<file path="config.mk">
export PLATFORM = sky130hd
export DESIGN_NAME = distance_vector_route_update_flat
export DESIGN_NICKNAME = d
export VERILOG_FILES = /design/src/hdl/dvr_pkg.sv /design/src/hdl/dvr_if.sv /design/src/hdl/distance_vector_route_update.sv /design/src/hdl/dvr_cfg.sv /design/src/hdl/dvr_lane.sv /design/src/hdl/dvr_merge.sv /design/src/flat_wrapper.sv
export SDC_FILE = /design/constraint.sdc
export NUM_CORES = 1
export LEC_CHECK = 0
export BUFFER_PORTS_ARGS = -buffer_cell sky130_fd_sc_hd__buf_4
export CORE_ASPECT_RATIO = 1.2
export CORE_MARGIN = 1.5
export CORE_UTILIZATION = 46
export CTS_CLUSTER_SIZE = 20
export DETAILED_ROUTE_END_ITERATION = 8
export PLACE_DENSITY_LB_ADDON = 0.2
export SETUP_SLACK_MARGIN = 0.02
export SYNTH_ARGS = -nofsm -noshare
export SYNTH_HDL_FRONTEND = slang
export SYNTH_SLANG_ARGS = --single-unit
</file>
<file path="constraint.sdc">
create_clock -name clk_i -period 8.5 [get_ports clk_i]
set_input_delay 1.7 -clock clk_i [delete_from_list [all_inputs] [get_ports clk_i]]
set_output_delay 1.7 -clock clk_i [all_outputs]
set_load 0.05 [all_outputs]
</file>
<file path="src/hdl/dvr_pkg.sv">
package dvr_pkg;

  // Fixed sizes of the routing table and of the cost fields.
  localparam int unsigned MAXN   = 4;
  localparam int unsigned COST_W = 10;
  localparam int unsigned NODE_W = 2;

  // Defaults for the top-level parameters.
  localparam int unsigned NODE_COUNT_DEF    = 4;
  localparam int unsigned COST_INFINITY_DEF = 999;

  typedef logic [COST_W-1:0] cost_t;
  typedef logic [NODE_W-1:0] node_t;

  // Event kinds carried in the func field.
  localparam logic [1:0] FUNC_INIT   = 2'd0;
  localparam logic [1:0] FUNC_VECTOR = 2'd1;
  localparam logic [1:0] FUNC_LINK   = 2'd2;

  // Configuration register indexes.
  localparam logic [1:0] REG_LINK_ONE   = 2'd0;
  localparam logic [1:0] REG_LINK_TWO   = 2'd1;
  localparam logic [1:0] REG_LINK_THREE = 2'd2;

  // Link costs after reset, node 0 itself first.
  localparam cost_t LINK_RST [MAXN] = '{10'd0, 10'd1, 10'd3, 10'd7};

  // Command shared by all lanes for one table update.
  typedef struct packed {
    logic [1:0] func;
    node_t      node;
    cost_t      new_cost;
    cost_t      link_cost;
  } lane_cmd_t;

  // Control from the sequencer to the merging stage.
  typedef struct packed {
    logic cmp;
    logic force_adv;
  } merge_ctl_t;

  // Status back from the merging stage.
  typedef struct packed {
    logic emit;
    logic busy;
    logic done;
  } merge_stat_t;

  // Clamp an 11-bit sum to the infinite cost.
  function automatic cost_t sat_cost(input logic [COST_W:0] v, input cost_t inf);
    return (v >= {1'b0, inf}) ? inf : v[COST_W-1:0];
  endfunction

  // Advertised minimum held after reset.
  function automatic cost_t reset_min(input int unsigned d, input int unsigned nc,
                                      input cost_t inf);
    cost_t r;
    r = '0;
    if (d < nc) begin
      r = sat_cost({1'b0, LINK_RST[d[NODE_W-1:0]]}, inf);
    end
    return r;
  endfunction

endpackage

</file>
<file path="src/hdl/dvr_if.sv">
// Channel carrying routing events into the block.
interface dvr_in_if;
  import dvr_pkg::*;

  logic  valid;
  logic  ready;
  logic [1:0] func;
  node_t neighbor_id;
  cost_t cost_to_zero;
  cost_t cost_to_one;
  cost_t cost_to_two;
  cost_t cost_to_three;
  cost_t new_link_cost;

  modport source (
    output valid, func, neighbor_id, cost_to_zero, cost_to_one, cost_to_two,
           cost_to_three, new_link_cost,
    input  ready
  );
  modport sink (
    input  valid, func, neighbor_id, cost_to_zero, cost_to_one, cost_to_two,
           cost_to_three, new_link_cost,
    output ready
  );
endinterface

// Channel carrying advertisement packets out of the block.
interface dvr_out_if;
  import dvr_pkg::*;

  logic  valid;
  logic  ready;
  node_t dest_node;
  cost_t min_zero;
  cost_t min_one;
  cost_t min_two;
  cost_t min_three;
  logic  last;

  modport source (
    output valid, dest_node, min_zero, min_one, min_two, min_three, last,
    input  ready
  );
  modport sink (
    input  valid, dest_node, min_zero, min_one, min_two, min_three, last,
    output ready
  );
endinterface

</file>
<file path="src/hdl/distance_vector_route_update.sv">
// An event is taken into the table at the edge that accepts it; the row
// minimums are compared in the next cycle and the first packet is shown the
// cycle after that. The next event is taken only when the last is through:
// after its last packet is taken when the vector changes (three packets from
// one output register), after the comparison otherwise, or at once if ignored.
// Reset clears the sequencer and loads the table and vector from reset costs.
module distance_vector_route_update #(
  parameter int unsigned NODE_COUNT    = dvr_pkg::NODE_COUNT_DEF,
  parameter int unsigned COST_INFINITY = dvr_pkg::COST_INFINITY_DEF
) (
  input  logic        clk_i,
  input  logic        rst_ni,
  dvr_in_if.sink      item_i,
  dvr_out_if.source   result_o,
  input  logic        psel,
  input  logic        penable,
  input  logic        pwrite,
  input  logic [3:0]  paddr,
  input  logic [31:0] pwdata,
  output logic [31:0] prdata,
  output logic        pready
);
  import dvr_pkg::*;

  localparam cost_t      INF     = cost_t'(COST_INFINITY);
  localparam logic [1:0] ST_IDLE = 2'd0;
  localparam logic [1:0] ST_CMP  = 2'd1;
  localparam logic [1:0] ST_SEND = 2'd2;

  logic [1:0]  state_q, state_d;
  logic        force_q;
  logic        accept;
  logic        evt_ok;
  cost_t       link_reg [3];
  cost_t       init_cost [MAXN];
  cost_t       vec [MAXN];
  cost_t       diag [MAXN];
  cost_t       mins [MAXN];
  lane_cmd_t   cmd;
  merge_ctl_t  mctl;
  merge_stat_t mstat;

  // Configuration registers.
  dvr_cfg u_cfg (
    .clk_i   (clk_i),
    .rst_ni  (rst_ni),
    .psel    (psel),
    .penable (penable),
    .pwrite  (pwrite),
    .paddr   (paddr),
    .pwdata  (pwdata),
    .prdata  (prdata),
    .pready  (pready),
    .link_o  (link_reg)
  );

  // Link costs as loaded by an init event.
  assign init_cost[0] = '0;
  assign init_cost[1] = sat_cost({1'b0, link_reg[0]}, INF);
  assign init_cost[2] = sat_cost({1'b0, link_reg[1]}, INF);
  assign init_cost[3] = sat_cost({1'b0, link_reg[2]}, INF);

  assign vec[0] = item_i.cost_to_zero;
  assign vec[1] = item_i.cost_to_one;
  assign vec[2] = item_i.cost_to_two;
  assign vec[3] = item_i.cost_to_three;

  // Only events that touch the table start a comparison.
  assign accept = item_i.valid & item_i.ready;
  assign evt_ok = (item_i.func == FUNC_INIT) ||
                  (((item_i.func == FUNC_VECTOR) || (item_i.func == FUNC_LINK)) &&
                   (item_i.neighbor_id != '0) &&
                   ({30'd0, item_i.neighbor_id} < NODE_COUNT));

  // The neighbour's current link cost comes from its own lane's diagonal.
  assign cmd.func      = item_i.func;
  assign cmd.node      = item_i.neighbor_id;
  assign cmd.new_cost  = item_i.new_link_cost;
  assign cmd.link_cost = diag[item_i.neighbor_id];

  for (genvar g = 0; g < MAXN; g++) begin : g_lane
    dvr_lane #(
      .LANE          (g),
      .NODE_COUNT    (NODE_COUNT),
      .COST_INFINITY (COST_INFINITY)
    ) u_lane (
      .clk_i       (clk_i),
      .rst_ni      (rst_ni),
      .upd_i       (accept & evt_ok),
      .cmd_i       (cmd),
      .vec_i       (vec[g]),
      .init_cost_i (init_cost[g]),
      .diag_o      (diag[g]),
      .min_o       (mins[g])
    );
  end

  assign mctl.cmp       = (state_q == ST_CMP);
  assign mctl.force_adv = force_q;

  dvr_merge #(
    .NODE_COUNT    (NODE_COUNT),
    .COST_INFINITY (COST_INFINITY)
  ) u_merge (
    .clk_i  (clk_i),
    .rst_ni (rst_ni),
    .ctl_i  (mctl),
    .mins_i (mins),
    .stat_o (mstat),
    .out_o  (result_o)
  );

  // Event sequencer: one item in flight at a time.
  always_comb begin
    state_d = state_q;
    case (state_q)
      ST_IDLE: if (accept && evt_ok) state_d = ST_CMP;
      ST_CMP:  state_d = mstat.emit ? ST_SEND : ST_IDLE;
      ST_SEND: if (mstat.done || !mstat.busy) state_d = ST_IDLE;
      default: state_d = ST_IDLE;
    endcase
  end

  always_ff @(posedge clk_i or negedge rst_ni) begin
    if (!rst_ni) begin
      state_q <= ST_IDLE;
      force_q <= 1'b0;
    end else begin
      state_q <= state_d;
      if (accept) begin
        force_q <= (item_i.func == FUNC_INIT);
      end
    end
  end

  assign item_i.ready = (state_q == ST_IDLE);

endmodule

</file>
<file path="src/hdl/dvr_cfg.sv">
module dvr_cfg (
  input  logic                clk_i,
  input  logic                rst_ni,
  input  logic                psel,
  input  logic                penable,
  input  logic                pwrite,
  input  logic [3:0]          paddr,
  input  logic [31:0]         pwdata,
  output logic [31:0]         prdata,
  output logic                pready,
  output dvr_pkg::cost_t      link_o [3]
);
  import dvr_pkg::*;

  cost_t      link_q [3];
  logic       wr_en;
  logic [1:0] reg_idx;

  assign pready  = 1'b1;
  assign reg_idx = paddr[3:2];
  assign wr_en   = psel & penable & pwrite;

  // Register writes complete in the access phase.
  always_ff @(posedge clk_i or negedge rst_ni) begin
    if (!rst_ni) begin
      link_q[0] <= LINK_RST[1];
      link_q[1] <= LINK_RST[2];
      link_q[2] <= LINK_RST[3];
    end else if (wr_en) begin
      case (reg_idx)
        REG_LINK_ONE:   link_q[0] <= pwdata[COST_W-1:0];
        REG_LINK_TWO:   link_q[1] <= pwdata[COST_W-1:0];
        REG_LINK_THREE: link_q[2] <= pwdata[COST_W-1:0];
        default: ;
      endcase
    end
  end

  // Read back; unused addresses read as zero.
  always_comb begin
    prdata = '0;
    case (reg_idx)
      REG_LINK_ONE:   prdata = {22'd0, link_q[0]};
      REG_LINK_TWO:   prdata = {22'd0, link_q[1]};
      REG_LINK_THREE: prdata = {22'd0, link_q[2]};
      default:        prdata = '0;
    endcase
  end

  assign link_o = link_q;

endmodule

</file>
<file path="src/hdl/dvr_lane.sv">
module dvr_lane #(
  parameter int unsigned LANE          = 0,
  parameter int unsigned NODE_COUNT    = dvr_pkg::NODE_COUNT_DEF,
  parameter int unsigned COST_INFINITY = dvr_pkg::COST_INFINITY_DEF
) (
  input  logic               clk_i,
  input  logic               rst_ni,
  input  logic               upd_i,
  input  dvr_pkg::lane_cmd_t cmd_i,
  input  dvr_pkg::cost_t     vec_i,
  input  dvr_pkg::cost_t     init_cost_i,
  output dvr_pkg::cost_t     diag_o,
  output dvr_pkg::cost_t     min_o
);
  import dvr_pkg::*;

  localparam cost_t INF    = cost_t'(COST_INFINITY);
  localparam node_t LIDX   = node_t'(LANE);
  localparam bit    ACTIVE = (LANE < NODE_COUNT);

  // One row of the cost table: this destination, by next hop.
  cost_t             row_q [MAXN];
  cost_t             row_d [MAXN];
  cost_t             entry;
  cost_t             new_sat;
  cost_t             diff;
  logic [COST_W:0]   sum_vec;
  logic [COST_W:0]   sum_lnk;
  cost_t             best;

  assign entry   = row_q[cmd_i.node];
  assign new_sat = sat_cost({1'b0, cmd_i.new_cost}, INF);
  assign diff    = (entry > cmd_i.link_cost) ? entry - cmd_i.link_cost : '0;
  assign sum_vec = {1'b0, cmd_i.link_cost} + {1'b0, vec_i};
  assign sum_lnk = {1'b0, new_sat} + {1'b0, diff};

  // New row contents for the current event.
  always_comb begin
    row_d = row_q;
    case (cmd_i.func)
      FUNC_INIT: begin
        for (int unsigned v = 0; v < MAXN; v++) begin
          row_d[v[NODE_W-1:0]] = (v == LANE) ? init_cost_i : INF;
        end
      end
      FUNC_VECTOR: begin
        if (ACTIVE) begin
          row_d[cmd_i.node] = sat_cost(sum_vec, INF);
        end
      end
      FUNC_LINK: begin
        if (ACTIVE) begin
          if (cmd_i.node == LIDX) begin
            row_d[cmd_i.node] = new_sat;
          end else if (entry >= INF || cmd_i.link_cost >= INF) begin
            row_d[cmd_i.node] = INF;
          end else begin
            row_d[cmd_i.node] = sat_cost(sum_lnk, INF);
          end
        end
      end
      default: ;
    endcase
  end

  always_ff @(posedge clk_i or negedge rst_ni) begin
    if (!rst_ni) begin
      for (int unsigned v = 0; v < MAXN; v++) begin
        row_q[v[NODE_W-1:0]] <= (v == LANE) ? sat_cost({1'b0, LINK_RST[LIDX]}, INF) : INF;
      end
    end else if (upd_i) begin
      row_q <= row_d;
    end
  end

  // Row minimum over the nodes in use.
  always_comb begin
    best = INF;
    for (int unsigned v = 0; v < NODE_COUNT; v++) begin
      if (row_q[v[NODE_W-1:0]] < best) begin
        best = row_q[v[NODE_W-1:0]];
      end
    end
  end

  assign min_o  = ACTIVE ? best : '0;
  assign diag_o = row_q[LIDX];

endmodule

</file>
<file path="src/hdl/dvr_merge.sv">
module dvr_merge #(
  parameter int unsigned NODE_COUNT    = dvr_pkg::NODE_COUNT_DEF,
  parameter int unsigned COST_INFINITY = dvr_pkg::COST_INFINITY_DEF
) (
  input  logic                 clk_i,
  input  logic                 rst_ni,
  input  dvr_pkg::merge_ctl_t  ctl_i,
  input  dvr_pkg::cost_t       mins_i [dvr_pkg::MAXN],
  output dvr_pkg::merge_stat_t stat_o,
  dvr_out_if.source            out_o
);
  import dvr_pkg::*;

  localparam cost_t INF       = cost_t'(COST_INFINITY);
  localparam node_t LAST_DEST = node_t'(NODE_COUNT - 1);

  cost_t adv_q [MAXN];
  logic  valid_q;
  node_t dest_q;
  logic  last_q;
  logic  changed;
  logic  emit;
  logic  take;
  node_t dest_nx;

  // Compare the lane minimums against the vector last advertised.
  always_comb begin
    changed = 1'b0;
    for (int unsigned d = 0; d < MAXN; d++) begin
      if (mins_i[d[NODE_W-1:0]] != adv_q[d[NODE_W-1:0]]) begin
        changed = 1'b1;
      end
    end
  end

  assign emit    = ctl_i.cmp & (ctl_i.force_adv | changed);
  assign take    = valid_q & out_o.ready;
  assign dest_nx = dest_q + node_t'(1);

  // Advertised vector, loaded when a burst starts.
  always_ff @(posedge clk_i or negedge rst_ni) begin
    if (!rst_ni) begin
      for (int unsigned d = 0; d < MAXN; d++) begin
        adv_q[d[NODE_W-1:0]] <= reset_min(d, NODE_COUNT, INF);
      end
    end else if (emit) begin
      adv_q <= mins_i;
    end
  end

  // Packet sequencer: one item per neighbour, in ascending order.
  always_ff @(posedge clk_i or negedge rst_ni) begin
    if (!rst_ni) begin
      valid_q <= 1'b0;
    end else if (emit) begin
      valid_q <= 1'b1;
    end else if (take && last_q) begin
      valid_q <= 1'b0;
    end
  end

  always_ff @(posedge clk_i) begin
    if (emit) begin
      dest_q <= node_t'(1);
      last_q <= (LAST_DEST == node_t'(1));
    end else if (take && !last_q) begin
      dest_q <= dest_nx;
      last_q <= (dest_nx == LAST_DEST);
    end
  end

  assign out_o.valid     = valid_q;
  assign out_o.dest_node = dest_q;
  assign out_o.min_zero  = adv_q[0];
  assign out_o.min_one   = adv_q[1];
  assign out_o.min_two   = adv_q[2];
  assign out_o.min_three = adv_q[3];
  assign out_o.last      = last_q;

  assign stat_o.emit = emit;
  assign stat_o.busy = valid_q;
  assign stat_o.done = take & last_q;

endmodule
</file>
<file path="src/flat_wrapper.sv">
// flat-port wrapper written by rule: the top's interface ports become plain ports
module distance_vector_route_update_flat import dvr_pkg::*;
#(
  parameter int unsigned NODE_COUNT    = dvr_pkg::NODE_COUNT_DEF,
  parameter int unsigned COST_INFINITY = dvr_pkg::COST_INFINITY_DEF
)
  (clk_i, rst_ni, psel, penable, pwrite, paddr, pwdata, prdata, pready, item_i_valid, item_i_func, item_i_neighbor_id, item_i_cost_to_zero, item_i_cost_to_one, item_i_cost_to_two, item_i_cost_to_three, item_i_new_link_cost, item_i_ready, result_o_valid, result_o_dest_node, result_o_min_zero, result_o_min_one, result_o_min_two, result_o_min_three, result_o_last, result_o_ready);
  dvr_in_if item_i_i ();
  dvr_out_if result_o_i ();
  input  logic clk_i;
  input  logic rst_ni;
  input  logic psel;
  input  logic penable;
  input  logic pwrite;
  input  logic [3:0] paddr;
  input  logic [31:0] pwdata;
  output logic [31:0] prdata;
  output logic pready;
  input wire logic [$bits(item_i_i.valid)-1:0] item_i_valid;
  input wire logic [$bits(item_i_i.func)-1:0] item_i_func;
  input wire logic [$bits(item_i_i.neighbor_id)-1:0] item_i_neighbor_id;
  input wire logic [$bits(item_i_i.cost_to_zero)-1:0] item_i_cost_to_zero;
  input wire logic [$bits(item_i_i.cost_to_one)-1:0] item_i_cost_to_one;
  input wire logic [$bits(item_i_i.cost_to_two)-1:0] item_i_cost_to_two;
  input wire logic [$bits(item_i_i.cost_to_three)-1:0] item_i_cost_to_three;
  input wire logic [$bits(item_i_i.new_link_cost)-1:0] item_i_new_link_cost;
  output wire logic [$bits(item_i_i.ready)-1:0] item_i_ready;
  output wire logic [$bits(result_o_i.valid)-1:0] result_o_valid;
  output wire logic [$bits(result_o_i.dest_node)-1:0] result_o_dest_node;
  output wire logic [$bits(result_o_i.min_zero)-1:0] result_o_min_zero;
  output wire logic [$bits(result_o_i.min_one)-1:0] result_o_min_one;
  output wire logic [$bits(result_o_i.min_two)-1:0] result_o_min_two;
  output wire logic [$bits(result_o_i.min_three)-1:0] result_o_min_three;
  output wire logic [$bits(result_o_i.last)-1:0] result_o_last;
  input wire logic [$bits(result_o_i.ready)-1:0] result_o_ready;
  assign item_i_i.valid = item_i_valid;
  assign item_i_i.func = item_i_func;
  assign item_i_i.neighbor_id = item_i_neighbor_id;
  assign item_i_i.cost_to_zero = item_i_cost_to_zero;
  assign item_i_i.cost_to_one = item_i_cost_to_one;
  assign item_i_i.cost_to_two = item_i_cost_to_two;
  assign item_i_i.cost_to_three = item_i_cost_to_three;
  assign item_i_i.new_link_cost = item_i_new_link_cost;
  assign item_i_ready = item_i_i.ready;
  assign result_o_valid = result_o_i.valid;
  assign result_o_dest_node = result_o_i.dest_node;
  assign result_o_min_zero = result_o_i.min_zero;
  assign result_o_min_one = result_o_i.min_one;
  assign result_o_min_two = result_o_i.min_two;
  assign result_o_min_three = result_o_i.min_three;
  assign result_o_last = result_o_i.last;
  assign result_o_i.ready = result_o_ready;
  distance_vector_route_update #(.NODE_COUNT(NODE_COUNT), .COST_INFINITY(COST_INFINITY)) u_core (.clk_i(clk_i), .rst_ni(rst_ni), .item_i(item_i_i), .result_o(result_o_i), .psel(psel), .penable(penable), .pwrite(pwrite), .paddr(paddr), .pwdata(pwdata), .prdata(prdata), .pready(pready));
endmodule
</file>
==> impl_results.md, run 1 <==
- Outcome: finished with violations
- Failing checks: setup timing
- Die footprint: 52600 µm²
- Number of buffers created by CTS: 29
- Placer Congestion: slightly below 1
- Hold depth: 2
- Post-synth top area share: 12.7%
- F_max: 0.117 GHz
- Post-route ant nets: 0
- DP Wirelength: 75300 µm
- Count of pins over their slew limit: 0
- Synth cell types: 96
- Worst-path clk slew: 0.06 ns
- Hold Path Sink: u_core.u_merge.out_o.min_one[0]
- CP required: ~9 ns
- Gr usage total: a little under two fifths
- Area grow syn2layout: 19.7%
- Mapped Cells: approximately 2700
- Avg Vias per Cell: 6.54
- Fraction of layout cells with a size suffix above 1: 25.8%
- CP peak stage delay: approximately 0.59 ns
- Die W: between 200 and 250 µm
- Fillers: about 4600
- Asr flop ratio synth: 98.7%
- Data arrival time of the worst path: 9.02 ns
- Ys Warns: 0
- Mapped Area: 23600 µm²
- Commonest cells in the netlist: nor2_1, o21ai_0, ha_1
- CP most frequent cell: buf_4
- Worst-path maximum fanout: 7
- Max-Cap Viols: 0
- Final number of setup-violating endpoints: 14
- Worst Tran Pin Value: 1.38 ns
- Crit path max-delay family: compound AO/OA/AOI/OAI gates
- Most used flip-flop cell after synthesis: dfrtp_1
- First-pass GRT wire length: 146000 µm
- Yosys top cell by area: dfrtp_1
- Top post-synthesis cells by area: dfrtp_1, dfstp_2, ha_1
- Clk_lat worst skew: 0.60 ns
- Final Hold Viols: 0
- Post-synth EDFFs: 0
- Gr ovfl total: 0
- DRC viols: 0
- Drt first pass iters: 6
- Via count: 24000
- Antenna violations before repair: 3
- Period utilization: 100%
- Register area share after synthesis: 25.7%
- Worst setup EP type: register
- Fin nets: 3335
- Die H: between 200 and 300 µm
- Slew margin rel.: 6.76%
- Largest net degree at the start of global routing: ~160
- Crit path max-delay cell type: or4_4
- Wire per inst: 27.2 µm
- Hold wc startpoint: u_core.u_merge.out_o.min_one[0]
- Final Critical Period: 8.54 ns
- Placed cell count: 3588
- Num Clock Sinks: 237
- R2R setup slack: -0.04 ns
- Worst Slack Setup Final: -0.0396 ns
- FF-to-FF path depth: 36
- Starting Density: 46.7%
- H-Tree Depth: 1
- Initial DRC Count: 2305
- Top-count cell post-synth: nor2_1
- Aggregate routed wire length: 99500 µm
- Hold WC Path Type: register to register
- Buffers & Inverters on Critical Path: 8
- Vias in the first global route: 23200
- RSZ-0062 raised after global routing: true
- Crit Reg-Reg Startpoint: u_core.g_lane[2].u_lane.row_q[37]
- Setup Skew: around 0.017 ns
- Crit Path Class: register to register
- Fin cells: 3665
- Count of input and output buffers: 127
- Core Box Area: 50400 µm²
- Worst hold slack: 0.488 ns
- Critical Path Source Type: register
- Io pins: 175
- CTS Buffer Depth: 3
- Syn avg cell area: 8.63 µm²
- TritonCTS clock tree: yes
- FF+latch count, synth: 237
- Rows: 90
- RR Endpoint: u_core.u_merge.out_o.min_one[7]
- Clock root cell: clkbuf_16
## cell usage in the layout (no fill, tap or decap), drive strengths merged, types with 29 or more instances in the layout
cell type	netlist	final
inv	180	181
nand2	158	158
a21o	73	73
or2	31	31
o31ai	32	32
xor2	29	29
o21bai	46	46
nor2	259	259
ha	229	229
dfrtp	120	120
dfstp	114	114
mux4	50	50
clkbuf	98	41
a31oi	115	115
buf	48	356
a21oi	193	193
mux2i	61	61
o21ai	250	250
mux2	73	73
nand3	43	43
xnor2	100	100
## metrics by stage
step / area, µm² / utilization, % / TNS, ns / setup WS [ns]
after floorplan: 23700 / - / 0 / 0.104
after global placement: 26400 / 52.4 / -11.06 / -0.354
after detailed placement: 26400 / 52.4 / -17.11 / -0.495
after CTS: 27700 / 54.9 / 0 / 0.0216
after global routing: 28200 / 56.0 / -7.58 / -0.266
final: 28200 / 56.0 / -0.402 / -0.0396
## routing by layer
layer	track usage, %	routed length (µm)	up-vias
met4	21.0	6620	0
met1	46.6	38700	11700
met3	6.23	8800	316
met5	0	0	-
li1	-	-	10700
met2	60.0	45400	1274
## worst max path at each step
stage / from / end / slack, ns / cells after the start
3_3_place_gp: u_core.g_lane[2].u_lane.row_q[36] / u_core.u_merge.out_o.min_two[4] / -0.35 / 34
4_1_cts: u_core.g_lane[3].u_lane.row_q[36] / u_core.u_merge.out_o.min_two[9] / 0.02 / 36
5_1_grt: u_core.g_lane[2].u_lane.row_q[37] / u_core.u_merge.out_o.min_zero[1] / -0.27 / 36
3_5_place_dp: u_core.g_lane[2].u_lane.row_q[37] / u_core.u_merge.out_o.min_two[9] / -0.50 / 34
2_1_floorplan: u_core.g_lane[3].u_lane.row_q[35] / u_core.u_merge.out_o.min_one[7] / 0.10 / 33
6_report: u_core.g_lane[2].u_lane.row_q[37] / u_core.u_merge.out_o.min_one[7] / -0.04 / 36
## repair_timing
item                       CTS  global route
setup endpoints to repair   45            45
setup buffers                7            14
gates cloned                 2             1
hold buffers                 0             0
resized for setup           36            86
pin swaps                   19            51
## tightest hold or removal path, delay by kind of cell, from the launching register on
kind                   cells  cell delay, ns
buffers and inverters      1            0.05
flip-flops                 1            0.38
multiplexers               1            0.05
## state kept, by name (all words and copies together), names as in the netlist
signal / cells
u_core.force_q: 1
u_core.g_lane.u_lane.row_q: 120
u_core.u_merge.out_o.last: 1
u_core.state_q: 2
u_core.u_cfg.link_o: 30
u_core.u_merge.out_o.min_one: 10
u_core.u_merge.out_o.min_zero: 10
u_core.u_merge.out_o.min_two: 10
u_core.u_merge.out_o.dest_node: 2
u_core.g_lane.u_lane.diag_o: 40
u_core.u_merge.out_o.valid: 1
u_core.u_merge.out_o.min_three: 10
## kinds of logic (layout without fill, tap and decap cells)
group / Yosys count / in the layout / share of synthesized area, %
flip-flops: 237 / 237 / 25.7
AND/OR/NAND/NOR: 665 / 665 / 13.3
XOR/XNOR: 129 / 129 / 4.79
AO/OA/AOI/OAI: 949 / 949 / 26.2
multiplexers: 184 / 184 / 11.1
adder cells (fa/ha/maj): 242 / 242 / 13.2
buffers and inverters: 326 / 591 / 5.70
other: 2 / 24 / 0.0318
## layout make-up
| cell class | instances | area, µm² | area share, % |
|---|---|---|---|
| tap | 644 | 806 | 2.85 |
| antenna | 1 | 2.50 | 0.00886 |
| inverter | 180 | 678 | 2.40 |
| clock inverter | 14 | 205 | 0.727 |
| timing repair buffer | 357 | 2870 | 10.1 |
| sequential | 237 | 6060 | 21.5 |
| multi-input combinational | 2192 | 16800 | 59.5 |
| clock buffer | 40 | 807 | 2.86 |
Power of run 1 is left out: the tool's default activity adds up to more than one toggle a clock period on the data nets, which glitch-free logic cannot reach.
==> run 2, diff against run 1 <==
--- a/config.mk
+++ b/config.mk
@@ -11,8 +11,10 @@
 export CORE_UTILIZATION = 46
 export CTS_CLUSTER_SIZE = 20
 export DETAILED_ROUTE_END_ITERATION = 8
+export GPL_ROUTABILITY_DRIVEN = 0
 export PLACE_DENSITY_LB_ADDON = 0.2
 export SETUP_SLACK_MARGIN = 0.02
 export SYNTH_ARGS = -nofsm -noshare
 export SYNTH_HDL_FRONTEND = slang
+export SYNTH_HIERARCHICAL = 1
 export SYNTH_SLANG_ARGS = --single-unit
==> impl_results.md, run 2 <==
- Outcome: finished, final reports clean
- Main combinational cell family by area after synthesis: compound AO/OA/AOI/OAI gates
- Post-route ant nets: 0
- Simple-gate area share of the yosys netlist: 16.1%
- Syn avg cell area: 8.49 µm²
- Crit path max-delay cell type: dfstp_2
- Max-Cap Viols: 0
- Worst hold slack: between 0.5 and 0.6 ns
- Register area share after synthesis: 23.6%
- Final Hold Viols: 0
- Worst-path clk slew: 0.06 ns
- Design Area, Final: 28500 µm²
- Post-synth top area share: 11.8%
- Antenna violations before repair: 4
- Num Clock Sinks: 237
- Mux cell area share after synthesis: 11.8%
- Slew margin rel.: roughly 24%
- Critical Path Source Type: register
- FF-to-FF path depth: 36
- TritonCTS clock tree: yes
- Final core utilization: 51.7%
- DP Wirelength: between 70000 and 80000 µm
- Drt first pass iters: 6
- Hold wc startpoint: u_core/force_q
- Via count: 24900
- Aggregate routed wire length: 94400 µm
- Hold Path Sink: u_core/force_q
- Die W: 219 µm
- Most used flip-flop cell after synthesis: dfrtp_1
- CP required: 8.96 ns
- Clock root cell: clkbuf_16
- Die footprint: 57300 µm²
- Compound-Gate Fraction of Synth Area: 24.8%
- Io pins: 175
- Gr ovfl total: 0
- H-Tree Depth: 1
- Commonest cells after routing, fill and taps aside: nor2_1, ha_1, o21ai_0
- Commonest cells in the netlist: nor2_1, ha_1, o21ai_0
- Synth cell types: 116
- RR Endpoint: u_core/u_merge/out_o.min_two[5]
- Reg with most FFs: u_core/g_lane.u_lane/row_q
- # hold bufs at CTS: 0
- Max reg flops: 120
- Worst Tran Pin Value: 1.13 ns
- Vias in the first global route: 24600
- Post-synth EDFFs: 0
- Clk_lat worst skew: ~0.6 ns
- Count of input and output buffers: 127
- FF+latch count, synth: between 200 and 250
- First-pass GRT wire length: 142000 µm
- R2R setup slack: 0.26 ns
- Count of pins over their slew limit: 0
- CP peak stage delay: just over 0.6 ns
- Worst setup EP type: register
- Rows: 94
- Number of buffers created by CTS: 29
- Hold depth: 1
- Initial DRC Count: around 2300
- Mapped Area: 25700 µm²
- Wire per inst: 24.7 µm
- Crit Path Class: register to register
- Period utilization: 96.9%
- Die H: 262 µm
- CTS Buffer Depth: 3
- Area post-placement: about 27000 µm²
- Fin nets: 3430
- Fraction of layout cells with a size suffix above 1: 19.5%
- F_max: 0.121 GHz
- Gr usage total: 32.1%
- Synth Area in XOR/XNOR: 3.64%
- Final number of setup-violating endpoints: 0
- Worst-path maximum fanout: 18
- Starting Density: 46.7%
- Largest net degree at the start of global routing: 124
- Data arrival time of the worst path: 8.70 ns
- Yosys top cell by area: ha_1
- Hold WC Path Type: register to register
- Core Box Area: around 55000 µm²
- Setup Skew: 0.0266 ns
- Most common cell after layout, fill and taps aside: nor2_1
- Crit Reg-Reg Startpoint: u_core/g_lane[2].u_lane/row_q[35]
- Final Critical Period: between 8 and 9 ns
- Ys Warns: 6
- Area grow syn2layout: 10.7%
- Adder-Cell Fraction of Synth Area: between 10 and 15%
- Asr flop ratio synth: a little under 100%
- Top post-synthesis cells by area: ha_1, dfrtp_1, dfstp_2
- Mapped Cells: 3027
- Top-count cell post-synth: nor2_1
- Avg Vias per Cell: around 6.5
- DRC viols: 0
-- run 2: cell types whose count changed after synthesis, sizes merged, moves of 27 or more --
cell   change
buf       +54
a31oi     -41
xnor2     -39
o31ai     +29
nor2      +27
-- run 2: kinds of logic (layout without fill, tap and decap cells) --
logic type,count (synthesis),in the layout
xor gates and xnor gates,107,107
and+or+nand+nor,835,836
adders and majority gates,254,254
buffers and inverters,412,454
DFF,237,237
muxes,225,225
other,3,36
AOI/OAI and AO/OA,954,954
-- run 2: repair_timing --
action                     4_1_cts  5_1_grt
setup buffers                    0       13
cloned                           0        3
gates resized for setup          1       59
pin swaps                        0       16
setup endpoints to repair       29       38
-- run 2: final cells by class --
class	count	area (µm²)
well taps	720	901
flip-flops and latches	237	6060
clock inverters	17	221
fillers	5170	26600
clock buffers	36	792
inverters	198	743
repair buffers	203	1600
diodes	2	5.00
multi-input cells	2410	18100
-- run 2: how the worst max path moves through the flow --
stage | from | end | slack, ns | cells after the start
after floorplan | u_core/g_lane[3].u_lane/row_q[39] | u_core/state_q[1] | 0.65 | 39
after global placement | u_core/g_lane[3].u_lane/row_q[35] | u_core/u_merge/out_o.min_three[9] | 0.26 | 34
after detailed placement | u_core/g_lane[2].u_lane/row_q[35] | u_core/u_merge/out_o.min_one[3] | 0.04 | 32
after CTS | u_core/g_lane[2].u_lane/row_q[35] | u_core/u_merge/out_o.min_one[8] | 0.04 | 33
after global routing | u_core/g_lane[2].u_lane/row_q[35] | u_core/u_merge/out_o.min_one[7] | -0.08 | 36
final | u_core/g_lane[2].u_lane/row_q[35] | u_core/u_merge/out_o.min_two[5] | 0.26 | 36
-- run 2: routing by layer --
metal	GRT usage, %	vias up	wire length (µm)
met2	53.7	1278	44100
met5	0	-	10
met1	38.4	12100	36300
met4	21.2	2	6840
met3	4.56	352	7220
li1	-	11300	-
-- run 2: through the flow --
stage	setup WS, ns	instances	TNS [ns]
5_1_grt	-0.0782	3821	-1.63
6_report	0.262	3823	0
3_5_place_dp	0.0431	3752	0
2_1_floorplan	0.647	3058	0
4_1_cts	0.0423	3805	0
3_3_place_gp	0.259	3752	0
-- run 2: worst max-delay path, delay by kind of cell, from the launching register on --
family          cells  cell delay (ns)
buf+inv             4             0.61
compound gates     15             3.02
flops               1             0.61
mux                 4             1.16
xor+xnor            1             0.20
fa+ha+maj           3             0.77
simple gates        9             1.73
Power of run 2 is left out for the same reason.
